<file path="src/rtl/hsv_pkg.sv">
`timescale 1ns / 1ps

package hsv_pkg;

  localparam int ChannelBits = 8;
  localparam int HueBits     = 13;
  localparam int HueTurn     = 5760;
  localparam int HueSector   = 960;

  // The hue numerator is 960 times a sector term below 6 * 2^ChannelBits.
  localparam int HueNumBits  = HueBits + ChannelBits;
  localparam int SatNumBits  = 2 * ChannelBits;
  localparam int SecTermBits = ChannelBits + 3;

  localparam int PipeDepth   = (HueBits > ChannelBits) ? HueBits : ChannelBits;
  localparam int FifoDepth   = 2;

  typedef struct packed {
    logic [ChannelBits-1:0] red_in;
    logic [ChannelBits-1:0] green_in;
    logic [ChannelBits-1:0] blue_in;
    logic [ChannelBits-1:0] alpha_in;
  } pixel_t;

  typedef struct packed {
    logic [HueBits-1:0]     hue_out;
    logic [ChannelBits-1:0] saturation_out;
    logic [ChannelBits-1:0] value_out;
    logic [ChannelBits-1:0] alpha_out;
  } hsv_t;

  typedef struct packed {
    logic [HueNumBits-1:0]  hue_num;
    logic [SatNumBits-1:0]  sat_num;
    logic [ChannelBits-1:0] delta;
    logic [ChannelBits-1:0] value;
    logic [ChannelBits-1:0] alpha;
  } work_t;

endpackage

</file>
<file path="src/rtl/hsv_front.sv">
`timescale 1ns / 1ps

module hsv_front import hsv_pkg::*; (
  input  logic   clk_i,
  input  logic   rst_ni,
  input  logic   start,
  output logic   busy,
  input  pixel_t pixel_i,
  input  logic   full_i,
  output logic   push_o,
  output work_t  work_o
);

  logic                   valid_q;
  pixel_t                 pix_q;
  logic                   accept;
  logic [ChannelBits-1:0] r, g, b;
  logic [ChannelBits-1:0] mx, mn, dl;
  logic [SecTermBits-1:0] k;

  assign push_o = valid_q && !full_i;
  assign busy   = valid_q && full_i;
  assign accept = start && !busy;

  always_ff @(posedge clk_i or negedge rst_ni) begin
    if (!rst_ni) begin
      valid_q <= 1'b0;
    end else if (accept) begin
      valid_q <= 1'b1;
    end else if (push_o) begin
      valid_q <= 1'b0;
    end
  end

  always_ff @(posedge clk_i) begin
    if (accept) begin
      pix_q <= pixel_i;
    end
  end

  assign r = pix_q.red_in;
  assign g = pix_q.green_in;
  assign b = pix_q.blue_in;

  always_comb begin
    mx = r;
    mn = r;
    if (g > mx) mx = g;
    if (b > mx) mx = b;
    if (g < mn) mn = g;
    if (b < mn) mn = b;
    dl = mx - mn;
  end

  // Sector term in units of 60 degrees times delta; a negative red-sector
  // hue is wrapped by a full turn (six sectors) here, before the division.
  always_comb begin
    if (mx == r) begin
      if (g >= b) begin
        k = SecTermBits'(g - b);
      end else begin
        k = (SecTermBits'(dl) << 2) + (SecTermBits'(dl) << 1) - SecTermBits'(b - g);
      end
    end else if (mx == g) begin
      k = (SecTermBits'(dl) << 1) + SecTermBits'(b) - SecTermBits'(r);
    end else begin
      k = (SecTermBits'(dl) << 2) + SecTermBits'(r) - SecTermBits'(g);
    end
  end

  always_comb begin
    work_o.hue_num = HueNumBits'(k) * HueNumBits'(HueSector);
    work_o.sat_num = (SatNumBits'(dl) << ChannelBits) - SatNumBits'(dl);
    work_o.delta   = dl;
    work_o.value   = mx;
    work_o.alpha   = pix_q.alpha_in;
  end

  assert property (@(posedge clk_i) disable iff (!rst_ni) busy |=> $stable(pix_q))
    else $error("Held pixel changed while the front end was stalled.");

endmodule

</file>
<file path="src/rtl/hsv_fifo.sv">
`timescale 1ns / 1ps

module hsv_fifo import hsv_pkg::*; #(
  parameter int DEPTH = FifoDepth
) (
  input  logic  clk_i,
  input  logic  rst_ni,
  input  logic  push_i,
  input  work_t data_i,
  output logic  full_o,
  input  logic  pop_i,
  output work_t data_o,
  output logic  empty_o
);

  localparam int PtrBits = (DEPTH > 1) ? $clog2(DEPTH) : 1;
  localparam int CntBits = $clog2(DEPTH + 1);

  work_t              mem_q [DEPTH];
  logic [PtrBits-1:0] wr_ptr_q, rd_ptr_q;
  logic [CntBits-1:0] count_q;

  assign full_o  = (count_q == CntBits'(DEPTH));
  assign empty_o = (count_q == '0);
  assign data_o  = mem_q[rd_ptr_q];

  always_ff @(posedge clk_i) begin
    if (push_i) begin
      mem_q[wr_ptr_q] <= data_i;
    end
  end

  always_ff @(posedge clk_i or negedge rst_ni) begin
    if (!rst_ni) begin
      wr_ptr_q <= '0;
      rd_ptr_q <= '0;
      count_q  <= '0;
    end else begin
      if (push_i) begin
        wr_ptr_q <= (wr_ptr_q == PtrBits'(DEPTH - 1)) ? '0 : wr_ptr_q + 1'b1;
      end
      if (pop_i) begin
        rd_ptr_q <= (rd_ptr_q == PtrBits'(DEPTH - 1)) ? '0 : rd_ptr_q + 1'b1;
      end
      if (push_i && !pop_i) begin
        count_q <= count_q + 1'b1;
      end else if (pop_i && !push_i) begin
        count_q <= count_q - 1'b1;
      end
    end
  end

  assert property (@(posedge clk_i) disable iff (!rst_ni) push_i |-> !full_o)
    else $error("Push into a full queue.");

  assert property (@(posedge clk_i) disable iff (!rst_ni) pop_i |-> !empty_o)
    else $error("Pop from an empty queue.");

endmodule

</file>
<file path="src/rtl/hsv_div.sv">
`timescale 1ns / 1ps

module hsv_div #(
  parameter int NUM_W   = 21,
  parameter int DEN_W   = 8,
  parameter int QUO_W   = 13,
  parameter int LATENCY = 13
) (
  input  logic             clk_i,
  input  logic [NUM_W-1:0] num_i,
  input  logic [DEN_W-1:0] den_i,
  output logic [QUO_W-1:0] quo_o
);

  localparam int CmpW = (NUM_W > DEN_W + QUO_W) ? NUM_W : DEN_W + QUO_W;

  logic [CmpW-1:0]  rem_q [QUO_W];
  logic [DEN_W-1:0] den_q [QUO_W];
  logic [QUO_W-1:0] quo_q [QUO_W];

  // One restoring step per stage, most significant quotient bit first.
  // The caller guarantees num < den * 2^QUO_W.
  for (genvar s = 0; s < QUO_W; s++) begin : g_step
    localparam int Bit = QUO_W - 1 - s;
    logic [CmpW-1:0]  rem_in;
    logic [DEN_W-1:0] den_in;
    logic [QUO_W-1:0] quo_in;
    logic [CmpW-1:0]  den_sh;
    logic             fits;

    if (s == 0) begin : g_first
      assign rem_in = CmpW'(num_i);
      assign den_in = den_i;
      assign quo_in = '0;
    end else begin : g_next
      assign rem_in = rem_q[s-1];
      assign den_in = den_q[s-1];
      assign quo_in = quo_q[s-1];
    end

    assign den_sh = CmpW'(den_in) << Bit;
    assign fits   = (rem_in >= den_sh);

    always_ff @(posedge clk_i) begin
      rem_q[s] <= fits ? rem_in - den_sh : rem_in;
      den_q[s] <= den_in;
      quo_q[s] <= quo_in | (QUO_W'(fits) << Bit);
    end
  end

  if (LATENCY > QUO_W) begin : g_hold
    logic [QUO_W-1:0] hold_q [LATENCY-QUO_W];
    for (genvar h = 0; h < LATENCY - QUO_W; h++) begin : g_tap
      always_ff @(posedge clk_i) begin
        hold_q[h] <= (h == 0) ? quo_q[QUO_W-1] : hold_q[(h == 0) ? 0 : h - 1];
      end
    end
    assign quo_o = hold_q[LATENCY-QUO_W-1];
  end else begin : g_direct
    assign quo_o = quo_q[QUO_W-1];
  end

endmodule

</file>
<file path="src/rtl/hsv_back.sv">
`timescale 1ns / 1ps

module hsv_back import hsv_pkg::*; (
  input  logic  clk_i,
  input  logic  rst_ni,
  input  logic  valid_i,
  input  work_t work_i,
  output logic  result_valid_o,
  output hsv_t  hsv_o
);

  typedef struct packed {
    logic                   grey;
    logic [ChannelBits-1:0] value;
    logic [ChannelBits-1:0] alpha;
  } side_t;

  logic                   valid_q [PipeDepth];
  side_t                  side_q  [PipeDepth];
  side_t                  side_in;
  logic [HueBits-1:0]     hue_quo;
  logic [ChannelBits-1:0] sat_quo;
  logic                   done_q;
  hsv_t                   out_q;

  hsv_div #(
    .NUM_W   (HueNumBits),
    .DEN_W   (ChannelBits),
    .QUO_W   (HueBits),
    .LATENCY (PipeDepth)
  ) u_hue_div (
    .clk_i (clk_i),
    .num_i (work_i.hue_num),
    .den_i (work_i.delta),
    .quo_o (hue_quo)
  );

  hsv_div #(
    .NUM_W   (SatNumBits),
    .DEN_W   (ChannelBits),
    .QUO_W   (ChannelBits),
    .LATENCY (PipeDepth)
  ) u_sat_div (
    .clk_i (clk_i),
    .num_i (work_i.sat_num),
    .den_i (work_i.value),
    .quo_o (sat_quo)
  );

  assign side_in.grey  = (work_i.delta == '0);
  assign side_in.value = work_i.value;
  assign side_in.alpha = work_i.alpha;

  for (genvar s = 0; s < PipeDepth; s++) begin : g_side
    always_ff @(posedge clk_i or negedge rst_ni) begin
      if (!rst_ni) begin
        valid_q[s] <= 1'b0;
      end else begin
        valid_q[s] <= (s == 0) ? valid_i : valid_q[(s == 0) ? 0 : s - 1];
      end
    end
    always_ff @(posedge clk_i) begin
      side_q[s] <= (s == 0) ? side_in : side_q[(s == 0) ? 0 : s - 1];
    end
  end

  always_ff @(posedge clk_i or negedge rst_ni) begin
    if (!rst_ni) begin
      done_q <= 1'b0;
    end else begin
      done_q <= valid_q[PipeDepth-1];
    end
  end

  // A grey pixel divides by zero; its quotients are replaced here.
  always_ff @(posedge clk_i) begin
    out_q.hue_out        <= side_q[PipeDepth-1].grey ? '0 : hue_quo;
    out_q.saturation_out <= side_q[PipeDepth-1].grey ? '0 : sat_quo;
    out_q.value_out      <= side_q[PipeDepth-1].value;
    out_q.alpha_out      <= side_q[PipeDepth-1].alpha;
  end

  assign result_valid_o = done_q;
  assign hsv_o          = out_q;

  assert property (@(posedge clk_i) disable iff (!rst_ni)
    valid_i |-> ##(PipeDepth + 1) done_q)
    else $error("Transaction did not complete after the fixed pipeline latency.");

  assert property (@(posedge clk_i) disable iff (!rst_ni)
    done_q |-> (out_q.hue_out < HueBits'(HueTurn)))
    else $error("Hue outside one full turn.");

  assert property (@(posedge clk_i) disable iff (!rst_ni)
    done_q && (out_q.value_out == '0) |-> (out_q.saturation_out == '0)
                                          && (out_q.hue_out == '0))
    else $error("Black pixel produced nonzero hue or saturation.");

endmodule

</file>
<file path="src/rtl/rgb_to_hsv_converter.sv">
`timescale 1ns / 1ps

// Converts one RGBA pixel per clock while busy is low to hue, saturation, value
// and alpha. A pixel is taken at each clock edge where start is high and busy is
// low, and its result appears on hsv_o for exactly one cycle with result_valid_o
// high. On its way it passes the input register, the queue, then a 13-stage
// divider that resolves one hue quotient bit per stage (saturation is divided
// alongside), then the output register. The receiver cannot stall, so the back
// end drains the queue every cycle and busy stays low in normal operation; it
// rises only if the queue were ever full.
module rgb_to_hsv_converter import hsv_pkg::*; #(
  parameter int FIFO_DEPTH = FifoDepth
) (
  input  logic   clk_i,
  input  logic   rst_ni,
  input  logic   start,
  output logic   busy,
  input  pixel_t pixel_i,
  output logic   result_valid_o,
  output hsv_t   hsv_o
);

  logic  push, full, pop, empty;
  work_t front_work, back_work;

  hsv_front u_front (
    .clk_i   (clk_i),
    .rst_ni  (rst_ni),
    .start   (start),
    .busy    (busy),
    .pixel_i (pixel_i),
    .full_i  (full),
    .push_o  (push),
    .work_o  (front_work)
  );

  hsv_fifo #(
    .DEPTH (FIFO_DEPTH)
  ) u_fifo (
    .clk_i   (clk_i),
    .rst_ni  (rst_ni),
    .push_i  (push),
    .data_i  (front_work),
    .full_o  (full),
    .pop_i   (pop),
    .data_o  (back_work),
    .empty_o (empty)
  );

  assign pop = !empty;

  hsv_back u_back (
    .clk_i          (clk_i),
    .rst_ni         (rst_ni),
    .valid_i        (pop),
    .work_i         (back_work),
    .result_valid_o (result_valid_o),
    .hsv_o          (hsv_o)
  );

endmodule

</file>
<file path="config.mk">
export PLATFORM = sky130hd
export DESIGN_NAME = rgb_to_hsv_converter
export DESIGN_NICKNAME = d
export VERILOG_FILES = /design/src/rtl/hsv_pkg.sv /design/src/rtl/hsv_front.sv /design/src/rtl/hsv_fifo.sv /design/src/rtl/hsv_div.sv /design/src/rtl/hsv_back.sv /design/src/rtl/rgb_to_hsv_converter.sv
export SDC_FILE = /design/constraint.sdc
export NUM_CORES = 1
export LEC_CHECK = 0
export BUFFER_PORTS_ARGS = -buffer_cell sky130_fd_sc_hd__buf_2
export CORE_AREA = 10 10 321 323
export CTS_CLUSTER_DIAMETER = 120
export DETAILED_ROUTE_END_ITERATION = 8
export DIE_AREA = 0 0 331 333
export GPL_TIMING_DRIVEN = 0
export PLACE_DENSITY = 0.57
export SLEW_MARGIN = 15
export SYNTH_ARGS = -nofsm -noshare
export SYNTH_HDL_FRONTEND = slang
export SYNTH_SLANG_ARGS = --single-unit
</file>
<file path="constraint.sdc">
create_clock -name clk_i -period 13.9 [get_ports clk_i]
set_clock_uncertainty 0.2 [all_clocks]
set_input_delay 2.78 -clock clk_i [delete_from_list [all_inputs] [get_ports clk_i]]
set_output_delay 2.78 -clock clk_i [all_outputs]
set_load 0.01 [all_outputs]
</file>
; Word-level counts from Yosys, hierarchy flattened
; Memories as Yosys holds them, arrays and structs flattened. A register that Yosys moved wholly into a read port is not among the register bits.
; Index checks and enable logic that the tools add are counted.
[word_totals]
reg_bits = 67
latch_bits = 0
mem_bits_rw = 1173
mem_bits_ro = 0
inputBits = 35
out_inout_bits = 39
elab_cells = 166
n_memories = 9
[classes]
add_sub_neg = 35
multipliers = 1
div = 0
magnitude_cmp = 26
eq_ne = 3
n_shift = 0
mux = 36
bitwise = 19
reduce_logical = 13
[mem_list]
columns = memory, depth, word_bits, read_ports, rd_ports_with_merged_regs, write_ports, line_no
row1 = u_back.u_hue_div.rem_q, 13, 21, 12, 0, 13, hsv_div.sv:17  ; logic [CmpW-1:0] rem_q [QUO_W];
row2 = u_back.side_q, 13, 17, 13, 0, 13, hsv_back.sv:19  ; side_t side_q [PipeDepth];
row3 = u_back.u_hue_div.quo_q, 13, 13, 13, 1, 13, hsv_div.sv:19  ; logic [QUO_W-1:0] quo_q [QUO_W];
row4 = u_back.u_sat_div.rem_q, 8, 16, 7, 0, 8, hsv_div.sv:17
row5 = u_fifo.mem_q, 2, 55, 1, 0, 1, hsv_fifo.sv:19  ; work_t mem_q [DEPTH];
row6 = u_back.u_hue_div.den_q, 13, 8, 12, 0, 13, hsv_div.sv:18  ; logic [DEN_W-1:0] den_q [QUO_W];
row7 = +3 memories, -, -, -, -, -, -
[op_table]
columns = operator, count
row1 = 21-bit two-way mux, 13
row2 = 16-bit two-way mux, 8
row3 = 11-bit two-way mux, 3
row4 = 8-bit two-way mux, 4
row5 = 16-bit by 8-bit subtractor with 16-bit output, 2
row6 = 11-bit by 8-bit subtractor with 11-bit output, 2
row7 = 21-bit by 10-bit greater-or-equal comparator with 1-bit output, 1
row8 = 21-bit by 11-bit greater-or-equal comparator with 1-bit output, 1
row9 = 21-bit by 12-bit greater-or-equal comparator with 1-bit output, 1
row10 = 21-bit by 13-bit greater-or-equal comparator with 1-bit output, 1
row11 = 21-bit by 14-bit greater-or-equal comparator with 1-bit output, 1
row12 = 21-bit by 15-bit greater-or-equal comparator with 1-bit output, 1
row13 = 21-bit by 16-bit greater-or-equal comparator with 1-bit output, 1
row14 = 21-bit by 17-bit greater-or-equal comparator with 1-bit output, 1
row15 = 21-bit by 18-bit greater-or-equal comparator with 1-bit output, 1
row16 = 21-bit by 19-bit greater-or-equal comparator with 1-bit output, 1
row17 = 21-bit by 20-bit greater-or-equal comparator with 1-bit output, 1
row18 = 21-bit by 8-bit greater-or-equal comparator with 1-bit output, 1
row19 = 21-bit by 9-bit greater-or-equal comparator with 1-bit output, 1
row20 = 21-bit by 10-bit subtractor with 21-bit output, 1
row21 = 21-bit by 11-bit subtractor with 21-bit output, 1
row22 = 21-bit by 12-bit subtractor with 21-bit output, 1
row23 = 21-bit by 13-bit subtractor with 21-bit output, 1
row24 = 21-bit by 14-bit subtractor with 21-bit output, 1
row25 = other kinds (64), 83

; Longest topological paths before layout
[logic_depth]
depth_word = 10
depth_mapped = 51
depth_no_buf = 49

; Cells and area by module
; From an unflattened synthesis, not the netlist that was laid out.
[hier_totals]
cells_unflattened = 3768
area_unflattened_um2 = 42883.6
[modules_own_cells]
columns = mod, instances, cells_each, area_each_um2, seq_area_each_um2
row1 = hsv_div (u_back.u_hue_div), 1, 1568, 16326.9, 8788.4
row2 = hsv_div (u_back.u_sat_div), 1, 872, 9100.0, 4884.7
row3 = hsv_front, 1, 823, 6890.4, 985.9
row4 = hsv_back, 1, 298, 5672.9, 5515.3
row5 = hsv_fifo, 1, 206, 4889.7, 3763.6
row6 = rgb_to_hsv_converter, 1, 1, 3.8, 0.0

; Least setup slack after synthesis
; OpenSTA, ideal clock, no wires.
[synth_timing]
kind = reg-to-reg
start = register u_front.pix_q, in the netlist u_front.g[1]
end = memory u_fifo.mem_q[0][54] (netlist name), data pin
setup_time_ps = 262
arrival_time_ps = 9685
required_time_ps = 13438
path_slack_ps = 3753
path_stages_with_launch = 44
n_path_buf = 2
period_less_slack_ps = 10147
cell_sequence = edfxtp_1 -> inv_1 -> ha_1 -> nor2b_2 -> o211ai_2 -> a211oi_2 -> nor2_1 -> buf_2 -> o21ai_0 -> inv_1 -> ha_1 -> and2_1 -> a21boi_0 -> nand2b_1 -> a41oi_2 -> o21a_1 -> buf_6 -> nor4_4 -> [8 not listed] -> fa_1 -> ha_1 -> xnor2_1 -> a22oi_1 -> o21ai_0 -> mux2_1 -> fa_1 -> fa_1 -> inv_1 -> ha_1 -> nor2b_1 -> o21a_1 -> o21ai_0 -> nand2b_1 -> a21oi_1 -> o21bai_1 -> a21oi_1 -> xnor2_1
[synth_lines]
columns = item, line_no
row1 = start: declaration, hsv_front.sv:15  ; pixel_t pix_q;
row2 = start signal: assignment, hsv_front.sv:37  ; pix_q <= pixel_i;
row3 = end: declaration, hsv_fifo.sv:19

==> flow_summary.rst <==
.. list-table::
   :header-rows: 1

   * - Metric
     - Value
   * - Maximum operating frequency
     - between 0.08 and 0.09 GHz
   * - Post-synthesis share of cell area spent on full adders, half adders and majority gates
     - about an eighth
   * - Met1 Track Usage GR
     - approximately 14%
   * - Maximum clock insertion buffer count
     - 3
   * - Final number of setup-violating endpoints
     - 0
   * - IO Count
     - 74
   * - Setup TNS
     - 0 ns
   * - Maximum number of pins on one net before global-route repair
     - 47
   * - Fraction of synthesized area in multiplexers
     - under 10%
   * - H-tree levels
     - 3
   * - Run status
     - finished, final reports clean
   * - Largest family of logic cells by synthesized area
     - adder cells
   * - First-iteration detailed-routing DRC count
     - about 760
   * - Unrepaired setup endpoints after global routing
     - false
   * - Clock slew at reported path FFs
     - ~0.06 ns
   * - Remaining routing DRC violations
     - 0
   * - TritonCTS buffer count
     - 102
   * - First-pass GRT wire length
     - around 120 mm
   * - Row count
     - about 110
   * - Sinks on the clock net
     - 980
   * - Initial antenna violation count
     - 0
   * - Critical path required time
     - ~14 ns
   * - Number of gates resized after cts
     - 0
   * - Max-cap check violation count
     - 0
   * - Final net count
     - 3980
   * - Fraction of synthesized cell area in xor and xnor cells
     - 5.69%
   * - Transition time of the tightest slew-check pin
     - approximately 1.2 ns
   * - Synthesized-area fraction occupied by ao, oa, aoi and oai cells
     - 9.68%
   * - Mean cell area of the mapped netlist
     - approximately 11 sq um
   * - Type of element launching the critical path
     - flip-flop
   * - # hold bufs at CTS
     - 0
   * - ANT cells
     - 0
   * - Endpoints failing hold
     - 0
   * - Most used routing layer in global routing
     - met2
   * - HPWL reported at the end of detailed placement
     - ~54 mm
   * - Post-detailed-placement cell area
     - approximately 40000 sq um
   * - Cell with the biggest individual delay on the critical path
     - fa_1
   * - Horizontal die dimension
     - 331 um
   * - Main area contributors after synthesis
     - dfxtp_1 (43%), edfxtp_1 (11%), ha_1 (8.9%)
   * - CP Max Fanout
     - 10
   * - Total detailed-routing wirelength
     - slightly above 70 mm
   * - Number of synthesized register bits
     - 980
   * - Post-detailed-route via-to-cell ratio
     - ~4.7
   * - Post-route cell area
     - roughly 44000 sq um
   * - Final cell utilization of the core
     - between 40% and 50%
   * - Die Outline Area
     - about 110000 sq um
   * - Final routed wire length divided by cell count
     - 14.2 um
   * - Overall fraction of global-route tracks in use
     - 12.9%
   * - Number of global-route vias before repair
     - about 23k
   * - Number of max-slew violations in the final report
     - 0
   * - Number of nets still failing antenna checks after routing
     - 0
   * - Library cell appearing most often on the critical path
     - ha_1
   * - Number of enable flip-flop cells after synthesis
     - 140
   * - Count of unique library cells instantiated by Yosys
     - between 90 and 100
   * - Slowest cell delay on critical path
     - ~0.83 ns
   * - Die height
     - ~330 um
   * - Most frequently used flop master after synthesis
     - dfxtp_1
   * - Quantity of I/O buffers inserted on ports
     - 73
   * - Signal arrival time at the worst endpoint
     - 12.28 ns
   * - Simple-gate share of the synthesized area
     - between 10% and 20%
   * - Post-layout minimum cycle time
     - 12.01 ns
   * - Fraction of layout instances using a drive strength above 1
     - under 10%
   * - Vias
     - approximately 23k
   * - Yosys top cell area share
     - a little over two fifths
   * - Share of synthesized flip-flops with an asynchronous set or reset
     - 1.94%
   * - Fraction of the yosys area taken by sequential cells
     - a little under three fifths
   * - Area of the placeable core
     - a little under 100000 sq um
   * - GP Congestion
     - around 0.85
   * - Post-CTS Setup Inserts
     - 0
   * - Insertion delay of the later-clocked pin in the worst-skew pair
     - roughly 0.7 ns
   * - Area of the mapped netlist
     - about 38000 sq um
   * - Class of the tightest hold or removal check
     - reg -> reg
   * - Master cell of the clock root buffer
     - clkbuf_16
   * - CTS tree
     - yes
   * - Synth-to-layout area growth
     - 14.4%
   * - Met2 usage
     - approximately a quarter
   * - Warnings from Yosys
     - 0
   * - Starting density of the core
     - between 30% and 40%
   * - Router iterations before antenna repair
     - 4
   * - Crit end category
     - flip-flop
   * - Class of the most critical setup path
     - reg -> reg
   * - Remaining global-route overflow
     - 0
   * - Met3 usage
     - between 2 and 2.5%
   * - Tcrit/Tclk final
     - approximately 86%
   * - Synthesized net count
     - between 3k and 4k
   * - Most area-hungry cell type in the Yosys netlist
     - dfxtp_1
   * - Relative slew slack
     - between 10% and 20%
   * - Number of instances in the synthesized netlist
     - about 3.4k
## layout by cell type, fill, tap and decap left out, drive strengths merged, types with 30 or more instances in the layout
cell    Yosys  final
dfxtp     821    821
clkbuf     35    177
clkinv      0     30
nand4      36     36
a21oi     205    205
nor2      211    211
mux2       48     48
fa         58     58
nand2b     81     81
buf        11     88
xnor2     156    156
nor2b      80     80
nor3       54     54
mux2i      42     42
edfxtp    140    140
xor2       86     86
inv       348    352
a21o       95     95
ha        271    271
nor4       45     45
nand3      31     31
o21ai     162    162
nand2     159    159
## flip-flops by register name, indices dropped and copies added (netlist names)
register                        flops
u_back.hsv_o                       37
u_back.result_valid_o               1
u_back.side_q                     221
u_back.u_hue_div.den_q             96
u_back.u_hue_div.quo_q             91
u_back.u_hue_div.rem_q            195
u_back.u_sat_div.g_hold.hold_q     40
u_back.u_sat_div.quo_q             36
u_back.u_sat_div.rem_q            105
u_back.valid_q                     13
u_fifo.count_q                      2
u_fifo.mem_q                      108
u_fifo.rd_ptr_q                     1
u_fifo.wr_ptr_q                     1
u_front.b                           8
u_front.g                           8
u_front.r                           8
u_front.valid_q                     1
u_front.work_o                      8
## kinds of logic (layout without fill, tap and decap cells)
logic type	Yosys count	after routing
flip-flops	980	980
AND/OR/NAND/NOR	801	801
AO/OA/AOI/OAI	598	598
buffers and inverters	394	659
adder cells (fa/ha/maj)	329	329
XOR/XNOR	243	243
multiplexers	90	90
## metal layers
metal	share of wire [%]	wire (um)
met1	42	29900
met2	51	36000
met3	3.5	2480
met4	3.4	2390
met5	0	0
## cells in the mapped netlist, types with 19 or more instances
cell type	instances
nand2b_1	81
xor2_1	86
nor2_1	209
o31ai_1	21
nand2_1	158
nand3_1	28
nand4_1	34
inv_1	344
and2_1	27
clkbuf_1	35
ha_1	271
o21bai_1	22
dfrtp_1	19
o21ai_0	152
a21o_1	95
dfxtp_1	821
mux2i_1	41
fa_1	58
nor2b_1	79
xnor2_1	154
nor3_1	52
nor4_1	39
mux2_2	45
a21oi_1	204
edfxtp_1	140
## layout make-up
cell class	count	area (sq um)
Sequential cell	980	21100
Fill cell	8962	52500
Clock buffer	142	2900
Buffer	46	206
Clock inverter	46	536
Inverter	348	1310
Timing Repair Buffer	77	460
Tap cell	1276	1600
Multi-Input combinational cell	2061	15700
## worst max-delay path, delay by kind of cell (launching register included)
kind / cells / cell delay, ns
adder cells (fa/ha/maj): 9 / 3.80
multiplexers: 1 / 0.24
buffers and inverters: 6 / 1.19
AND/OR/NAND/NOR: 8 / 1.33
flip-flops: 1 / 0.58
AO/OA/AOI/OAI: 18 / 4.07
XOR/XNOR: 2 / 0.35
## final timing paths
check | start | endpoint | slack (ns) | depth (start not counted)
min reg2reg | u_back.u_sat_div.rem_q[0][1]$_DFF_P_ | u_back.u_sat_div.rem_q[1][1]$_DFF_P_ | 0.12 | 0
min | u_back.u_sat_div.rem_q[0][1]$_DFF_P_ | u_back.u_sat_div.rem_q[1][1]$_DFF_P_ | 0.12 | 0
max reg2reg | u_front.g[1]$_DFFE_PP_ | u_fifo.mem_q[0][54]$_DFFE_PP_ | 1.89 | 44
min in group asynchronous | rst_ni | u_back.valid_q[6]$_DFF_PN0_ | 1.84 | 1
max in group asynchronous | rst_ni | u_back.valid_q[1]$_DFF_PN0_ | 11.35 | 1
max | u_front.g[1]$_DFFE_PP_ | u_fifo.mem_q[0][54]$_DFFE_PP_ | 1.89 | 44
## stage by stage
| stage | hold WS, ns | setup WS (ns) | std cells |
|---|---|---|---|
| after floorplan | 0.110 | 3.75 | 3435 |
| after CTS | 0.108 | 1.79 | 4976 |
| final | 0.117 | 1.89 | 4976 |
| after detailed placement | 0.112 | 1.83 | 4788 |
| after global placement | 0.110 | 1.88 | 4784 |
| after global routing | 0.115 | 1.07 | 4976 |
Power is left out: the tool's default activity adds up to more than one toggle a clock period on the data nets, which glitch-free logic cannot reach.
